`config.mk`:
```
export PLATFORM = sky130hd
export DESIGN_NAME = pvmo_norm
export DESIGN_NICKNAME = d
export VERILOG_FILES = /design/src/sv/pvmo_pkg.sv /design/src/sv/pvmo_norm.sv
export SDC_FILE = /design/constraint.sdc
export NUM_CORES = 1
export LEC_CHECK = 0
export BUFFER_PORTS_ARGS = -buffer_cell sky130_fd_sc_hd__buf_2
export CORE_AREA = 2 2 114 116
export DETAILED_ROUTE_END_ITERATION = 10
export DIE_AREA = 0 0 116 118
export GPL_TIMING_DRIVEN = 0
export PLACE_DENSITY = 0.86
export SLEW_MARGIN = 20
export SYNTH_ARGS = -nofsm -noshare
export SYNTH_HDL_FRONTEND = slang
export SYNTH_SLANG_ARGS = --single-unit
```
`constraint.sdc`:
```
create_clock -name clk -period 12.1 [get_ports clk]
set_clock_uncertainty 0.2 [all_clocks]
set_input_delay 1.21 -clock clk [delete_from_list [all_inputs] [get_ports clk]]
set_output_delay 1.21 -clock clk [all_outputs]
set_load 0.02 [all_outputs]
```
`src/sv/pvmo_pkg.sv`:
```
// ----------------------------------------------------------------------------
// pvmo_pkg
// Shared types, codes and the arctangent table for the marker orientation unit.
// ----------------------------------------------------------------------------
package pvmo_pkg;

	// vector widths inside the cordic
	localparam int XW = 43;
	localparam int ZW = 27;
	localparam int TAB_LEN = 24;

	// 180 degrees in 1/65536 degree
	localparam logic signed [ZW-1:0] DEG180 = 27'sd11796480;
	localparam logic signed [16:0] ANGLE_MAX = 17'sd46080;

	// element commands
	typedef enum logic [2:0] {
		CMD_MOVE  = 3'd0,
		CMD_LINE  = 3'd1,
		CMD_QUAD  = 3'd2,
		CMD_CUBIC = 3'd3,
		CMD_CLOSE = 3'd4,
		CMD_END   = 3'd5
	} cmd_t;

	// marker kinds
	typedef enum logic [1:0] {
		KIND_START = 2'd0,
		KIND_MID   = 2'd1,
		KIND_END   = 2'd2
	} kind_t;

	// configuration register indexes
	localparam logic [1:0] REG_START_EN = 2'd0;
	localparam logic [1:0] REG_MID_EN   = 2'd1;
	localparam logic [1:0] REG_END_EN   = 2'd2;

	// control sequencer
	typedef enum logic [1:0] {
		ST_IDLE,
		ST_NORM,
		ST_RUN,
		ST_HOLD
	} state_t;

	// one cordic vector with its angle accumulator
	typedef struct packed {
		logic signed [XW-1:0] x;
		logic signed [XW-1:0] y;
		logic signed [ZW-1:0] z;
	} cvec_t;

	// atan(2^-i) in 1/65536 degree
	localparam logic signed [ZW-1:0] ATAN_TAB [0:TAB_LEN-1] = '{
		27'sd2949120, 27'sd1740967, 27'sd919879, 27'sd466945,
		27'sd234379,  27'sd117304,  27'sd58666,  27'sd29335,
		27'sd14668,   27'sd7334,    27'sd3667,   27'sd1833,
		27'sd917,     27'sd458,     27'sd229,    27'sd115,
		27'sd57,      27'sd29,      27'sd14,     27'sd7,
		27'sd4,       27'sd2,       27'sd1,      27'sd0
	};

	// one vectoring rotation, driving y towards zero
	function automatic cvec_t cordic_step(input cvec_t v, input int idx);
		cvec_t r;
		logic signed [XW-1:0] xs;
		logic signed [XW-1:0] ys;
		xs = v.x >>> idx;
		ys = v.y >>> idx;
		if (v.y >= 0) begin
			r.x = v.x + ys;
			r.y = v.y - xs;
			r.z = v.z + ATAN_TAB[idx];
		end else begin
			r.x = v.x - ys;
			r.y = v.y + xs;
			r.z = v.z - ATAN_TAB[idx];
		end
		return r;
	endfunction

endpackage

```
`src/sv/pvmo_norm.sv`:
```
// ----------------------------------------------------------------------------
// pvmo_norm
// Folds a difference vector into the right half plane and scales it up
// until its larger component reaches 2^39, eight or one bit per cycle.
// ----------------------------------------------------------------------------
module pvmo_norm (
	input  logic               clk,
	input  logic               arst_n,
	input  logic               start,
	input  logic signed [32:0] dx,
	input  logic signed [32:0] dy,
	output logic               busy,
	output logic               zero,
	output pvmo_pkg::cvec_t    vec
);

	logic                           busy_q;
	logic                           zero_q;
	logic signed [pvmo_pkg::XW-1:0] x_q;
	logic signed [pvmo_pkg::XW-1:0] y_q;
	logic signed [pvmo_pkg::ZW-1:0] z_q;
	logic signed [pvmo_pkg::XW-1:0] dx_w;
	logic signed [pvmo_pkg::XW-1:0] dy_w;
	logic [pvmo_pkg::XW-1:0]        ax;
	logic [pvmo_pkg::XW-1:0]        ay;
	logic                           big;
	logic                           tiny;

	assign dx_w = pvmo_pkg::XW'(dx);
	assign dy_w = pvmo_pkg::XW'(dy);

	// magnitude tests on the stored vector
	always_comb begin
		ax   = (x_q < 0) ? pvmo_pkg::XW'(-x_q) : pvmo_pkg::XW'(x_q);
		ay   = (y_q < 0) ? pvmo_pkg::XW'(-y_q) : pvmo_pkg::XW'(y_q);
		big  = (ax[pvmo_pkg::XW-1:39] != '0) || (ay[pvmo_pkg::XW-1:39] != '0);
		tiny = (ax[pvmo_pkg::XW-1:31] == '0) && (ay[pvmo_pkg::XW-1:31] == '0);
	end

	// control
	always_ff @(posedge clk or negedge arst_n) begin
		if (!arst_n) begin
			busy_q <= 1'b0;
			zero_q <= 1'b0;
		end else if (start) begin
			zero_q <= (dx == 0) && (dy == 0);
			busy_q <= !((dx == 0) && (dy == 0));
		end else if (busy_q && big) begin
			busy_q <= 1'b0;
		end
	end

	// vector and starting angle
	always_ff @(posedge clk) begin
		if (start) begin
			if (dx < 0) begin
				x_q <= -dx_w;
				y_q <= -dy_w;
				z_q <= (dy >= 0) ? pvmo_pkg::DEG180 : -pvmo_pkg::DEG180;
			end else begin
				x_q <= dx_w;
				y_q <= dy_w;
				z_q <= '0;
			end
		end else if (busy_q && !big) begin
			if (tiny) begin
				x_q <= x_q <<< 8;
				y_q <= y_q <<< 8;
			end else begin
				x_q <= x_q <<< 1;
				y_q <= y_q <<< 1;
			end
		end
	end

	assign busy  = busy_q;
	assign zero  = zero_q;
	assign vec.x = x_q;
	assign vec.y = y_q;
	assign vec.z = z_q;

endmodule

```
== Word level (Yosys, flattened, before mapping) ==
Index checks and enable logic that the tools add are counted.
Widths: inputs -> output; s select.

* Reduce and logical (&&, ||, !) cells: 15
* $add $sub $neg: 4
* Order comparisons: 4
* Muxes and demuxes: 13

{| class="wikitable"
|+ Operators with widths
! kind !! count
|-
| $mux 43 || 10
|-
| $lt 43x1->1 const B || 2
|-
| $neg 33->43 || 2
|-
| $neg 43->43 || 2
|-
| $logic_not 33->1 || 2
|-
| $ge 33x1->1 const B || 1
|-
| $lt 33x1->1 const B || 1
|-
| $mux 27 || 1
|-
| $logic_not 12->1 || 2
|-
| $reduce_bool 4->1 || 2
|-
| $logic_and 1x1->1 || 4
|-
| $reduce_bool 2->1 || 2
|-
| $logic_not 1->1 || 2
|-
| $mux 1 || 2
|-
| $logic_or 1x1->1 || 1
|}

* Word-level logic and storage cells: 41
* Output and inout bits: 115
* Register bits: 115

== Longest topological paths before layout ==
* Word-level depth: 8
* Mapped depth: 12
* Mapped depth without buffers: 10

== Worst setup path after synthesis ==
No wires, ideal clock.

* Path type: register -> register
* Start point: reg x_q[16] in the netlist's numbering
* End point: reg x_q[0] in the netlist's numbering, enable pin
* Library setup time: 0.447 ns
* Period minus slack after synthesis: 5.069 ns
* Slack: 7.031 ns
* Arrival time: 4.422 ns
* Required time: 11.453 ns
* Stages on the path, launching flop included: 10
* Cells stage by stage: edfxtp_1 -> nor4_2 -> nand4_2 -> or4_4 -> a311oi_2 -> nand4b_1 -> nor4_1 -> clkbuf_1 -> nand2_1 -> nand2_1

* Cells in the longest elaborated chain, start to end: 7
* Elaborated cells between the ends (all ways): 8
* Classes of those cells: add/sub (1); order compare (1); mux (1); reduce/logical (5)

{| class="wikitable"
|+ RTL lines
! item !! RTL line !! RTL
|-
| start, declared || pvmo_norm.sv:19 || <nowiki>logic signed [pvmo_pkg::XW-1:0] x_q;</nowiki>
|-
| start signal, assigned || pvmo_norm.sv:57 || <nowiki>x_q <= -dx_w;</nowiki>
|-
| start signal, assigned || pvmo_norm.sv:61 || <nowiki>x_q <= dx_w;</nowiki>
|-
| start signal, assigned || pvmo_norm.sv:67 || <nowiki>x_q <= x_q <<< 8;</nowiki>
|-
| $neg 43->43 or $lt 43x1->1 (tied branches) || pvmo_norm.sv:34 || <nowiki>ax = (x_q < 0) ? pvmo_pkg::XW'(-x_q) : pvmo_pkg::XW'(x_q);</nowiki>
|-
| $mux 43 * || pvmo_norm.sv:34 ||
|-
| $reduce_bool 4->1 * || pvmo_norm.sv:36 || <nowiki>big = (ax[pvmo_pkg::XW-1:39] != '0) || (ay[pvmo_pkg::XW-1:39] != '0);</nowiki>
|-
| $logic_or 1x1->1 * || pvmo_norm.sv:36 ||
|-
| $logic_not 1->1 * || pvmo_norm.sv:65 || <nowiki>end else if (busy_q && !big) begin</nowiki>
|-
| $logic_and 1x1->1 * || pvmo_norm.sv:65 ||
|-
| $reduce_bool 2->1 (no line) * || -- ||
|}

Mark *: on every way between the ends. The rest lies on a longest branch, timed or not.
A chain may end at the register's enable or synchronous reset.

== Final worst setup path ==
* Start point: reg y_q[3] in the netlist's numbering
* End point: reg y_q[34] in the netlist's numbering, enable pin

* Cells in the longest elaborated chain, start to end: 7
* Elaborated cells between the ends (all ways): 8
* Classes of those cells: add/sub (1); order compare (1); mux (1); reduce/logical (5)

{| class="wikitable"
|+ RTL lines
! item !! RTL line !! RTL
|-
| start, declared || pvmo_norm.sv:20 || <nowiki>logic signed [pvmo_pkg::XW-1:0] y_q;</nowiki>
|-
| start signal, assigned || pvmo_norm.sv:58 || <nowiki>y_q <= -dy_w;</nowiki>
|-
| start signal, assigned || pvmo_norm.sv:62 || <nowiki>y_q <= dy_w;</nowiki>
|-
| start signal, assigned || pvmo_norm.sv:68 || <nowiki>y_q <= y_q <<< 8;</nowiki>
|-
| $neg 43->43 or $lt 43x1->1 (tied branches) || pvmo_norm.sv:35 || <nowiki>ay = (y_q < 0) ? pvmo_pkg::XW'(-y_q) : pvmo_pkg::XW'(y_q);</nowiki>
|-
| $mux 43 * || pvmo_norm.sv:35 ||
|-
| $reduce_bool 4->1 * || pvmo_norm.sv:36 ||
|-
| $logic_or 1x1->1 * || pvmo_norm.sv:36 ||
|-
| $logic_not 1->1 * || pvmo_norm.sv:65 ||
|-
| $logic_and 1x1->1 * || pvmo_norm.sv:65 ||
|-
| $reduce_bool 2->1 (no line) * || -- ||
|}

Marked as above.

==> impl_metrics.ini <==
[yosys]
yosysSeqAreaShare_pct = 37.8
ys_ff_latch = 91
ys_warn_count = 0
async_flop_share_pct = 2.20
ys.flop_type = edfxtp_1
avgSynthCellArea_sq_um = 9.17
synthDistinctLibCells = 65
syn-cell-area_sq_um = 7210
synth-edff-count = 89
synth_area_leaders = edfxtp_1 (37%), xnor2_1 (5.8%), o31ai_1 (5.1%)
synth_top_area_share_pct = 37.1
synth_cells = 786
synth_largest_area_cell = edfxtp_1

[finish]
syn2layout_area_growth_pct = 20.3
diodes = 0
stdcell_area_sq_um = 8670
fin_nets = 1052
drive_gt1_share_pct = 23.1

[place]
postPlaceCellArea_sq_um = 8350
port_buffers = 165
dpl.hpwl_microns = 18400
gp_congestion = 0.960

[cts]
cts_resized = 0
cts_setup_buffers = 0
htreeDepth = 3
clock_latency_ns = 0.35
cts_buffers = 9
root_buffer = clkbuf_16
ctsHoldBuffers = 0
cts_sinks = 91
cts_tree = built
clk_path_buf_depth = 2
clkTransAtPathRegs_ns = 0.07

[critical_path]
critPathLaunchType = register
cp_max_fo = 50
critPathKind = reg2reg
cp_data_required_time_ns = 11.93
cp.arrival_ns = 4.67
endpoint_kind = register

[global_routing]
grt_pass1_vias = 7047
antenna_found_initial = 0
grtUsageMet1_pct = 47.1
grt_util_all_layers_pct = 35.4
grt_use_met2_pct = 56.6
use_met3_pct = 6.49
grt_first_pass_wirelength_microns = 37700
gr-total-overflow = 0
grt.busiest_layer = met2
grt_max_degree = 51

[detailed_routing]
vias = 7751
route.detailed.drc = 0
viasPerCell = 6.70
drtIter0Drc = 1112
routedWlPerCell_microns = 21.4
ant_nets = 0
drtPass1Iterations = 6
wirelength_microns = 24800

[floorplan]
die_y_microns = 118
fp.dieW_microns = 116
floorplan.initialDensity_pct = 58.1
die-area_sq_um = 13700
io_pins = 184
placementRows = 41
core-area_sq_um = 12400

[sta]
rsz0062_at_grt = no
fmax_mhz = 207
finalCritPeriodShare_pct = 39.9
period_minus_slack_ns = 4.83
hold_violations = 0
final.setup.tns_ns = 0
slew_viol_final = 0
tightest_slew_ns = 1.11
setup_viol = 0
slew_headroom_pct = 25.1

[flow_run]
cap_violations = 0

[pwr]
peakVddDrop_v = 0.0000673
powerDensity_nw_per_um2 = 112
total_leakage_power_nw = 3.20

[hold_path]
hold_class = reg2reg

[status]
status = finished, final reports clean
==> sequential cells by signal (all words and copies together), names as in the netlist <==
signal	flops
y_q	43
busy	1
z_q	3
zero	1
x_q	43
==> per-layer routing <==
| layer | routed length, microns | vias to the layer above |
|---|---|---|
| met5 | 0 | - |
| met4 | 1040 | 0 |
| met3 | 3050 | 95 |
| met2 | 11500 | 674 |
| met1 | 9180 | 3553 |
| li1 | - | 3429 |
==> synthesized netlist by cell type (8+ instances only) <==
library cell,instances
nor2b_1,53
nand4_1,49
inv_1,21
edfxtp_1,89
a21oi_1,22
o311ai_0,11
nand3_1,27
a221o_1,17
nand2_1,53
nor2_1,29
o31ai_1,49
nor3_1,17
o31a_1,8
o211ai_1,21
clkbuf_1,54
buf_4,25
or4_1,15
o41ai_1,10
a22o_1,11
xor2_1,12
xnor2_1,48
o21ai_0,26
nor4_1,19
or3_1,10
==> layout by cell type (no fill, tap or decap), types with 4 or more instances in the layout <==
cell,n
o31a_1,8
o31ai_1,49
a21oi_1,22
mux2i_1,4
edfxtp_1,89
inv_1,21
o41ai_1,9
o21ai_0,26
a21o_1,7
clkbuf_16,9
or2_2,5
clkbuf_1,55
a22o_1,11
or3_1,10
nor2_1,29
xnor2_1,48
nand4_1,49
conb_1,18
a221o_1,17
nand2b_1,6
nor4_1,19
o311ai_0,11
nor3_1,17
nor2b_1,53
o211ai_1,21
o311a_1,5
xor2_1,12
nand2_1,52
buf_4,25
or4_1,15
nand3_1,27
buf_2,169
==> per-stage QoR <==
stage | hold slack, ns | cells | total power [W] | util, % | setup slack [ns]
global route | 0.323 | 1157 | 0.000994 | 69.9 | 7.06
global placement | 0.261 | 1140 | 0.000651 | 67.0 | 5.54
finish | 0.285 | 1157 | 0.000970 | 69.9 | 7.27
floorplan | 0.399 | 803 | 0.000565 | - | 7.03
detailed placement | 0.274 | 1141 | 0.000656 | 67.2 | 7.35
CTS | 0.290 | 1157 | 0.000958 | 69.8 | 7.40
==> power breakdown <==
group / leakage [nW] / switching [W] / internal, W
Sequential: 0.915 / 0.0000313 / 0.000381
Clock: 0.149 / 0.000130 / 0.000182
Combinational: 2.14 / 0.000156 / 0.0000898
==> worst max-delay path: stages, from the launching register on <==
cell	delay, ns
edfxtp_1	0.43
nor4_1	0.96
nand2_1	0.23
nor3_1	0.30
nor3b_1	0.24
nor3_1	0.09
nor4_1	0.50
clkbuf_1	0.52
nand2_1	0.22
nand2_4	0.45
buf_16	0.33
==> final timing paths <==
kind,cells after the start,endpoint,slack (ns),start
max,10,y_q[34]$_DFFE_PP_,7.27,y_q[3]$_DFFE_PP_
min,1,zero$_DFFE_PN0P_,0.28,zero$_DFFE_PN0P_
max reg2reg,10,y_q[34]$_DFFE_PP_,7.27,y_q[3]$_DFFE_PP_
min reg2reg,1,zero$_DFFE_PN0P_,0.28,zero$_DFFE_PN0P_
max in group asynchronous,1,busy$_DFFE_PN0P_,11.17,arst_n
min in group asynchronous,1,zero$_DFFE_PN0P_,0.43,arst_n
==> final cells by class <==
cell class                 instances  area, sq um
inverter                          22         82.6
timing repair buffer             166          853
fill                            1034         3740
multi-input combinational        603         4040
clock inverter                     6         88.8
tap                              172          215
clock buffer                      10          229
sequential                        91         2720
buffer                            87          440
==> logic make-up after synthesis <==
logic type / count (synthesis) / synth area share (%)
AO/OA/AOI/OAI: 213 / 22.3
multiplexers: 4 / 0.555
other: 1 / 0.0520
adder cells (fa/ha/maj): 3 / 0.521
XOR/XNOR: 60 / 7.29
AND/OR/NAND/NOR: 305 / 24.2
buffers and inverters: 109 / 7.26
flip-flops: 91 / 37.8
(Power assumes the default switching activity.)
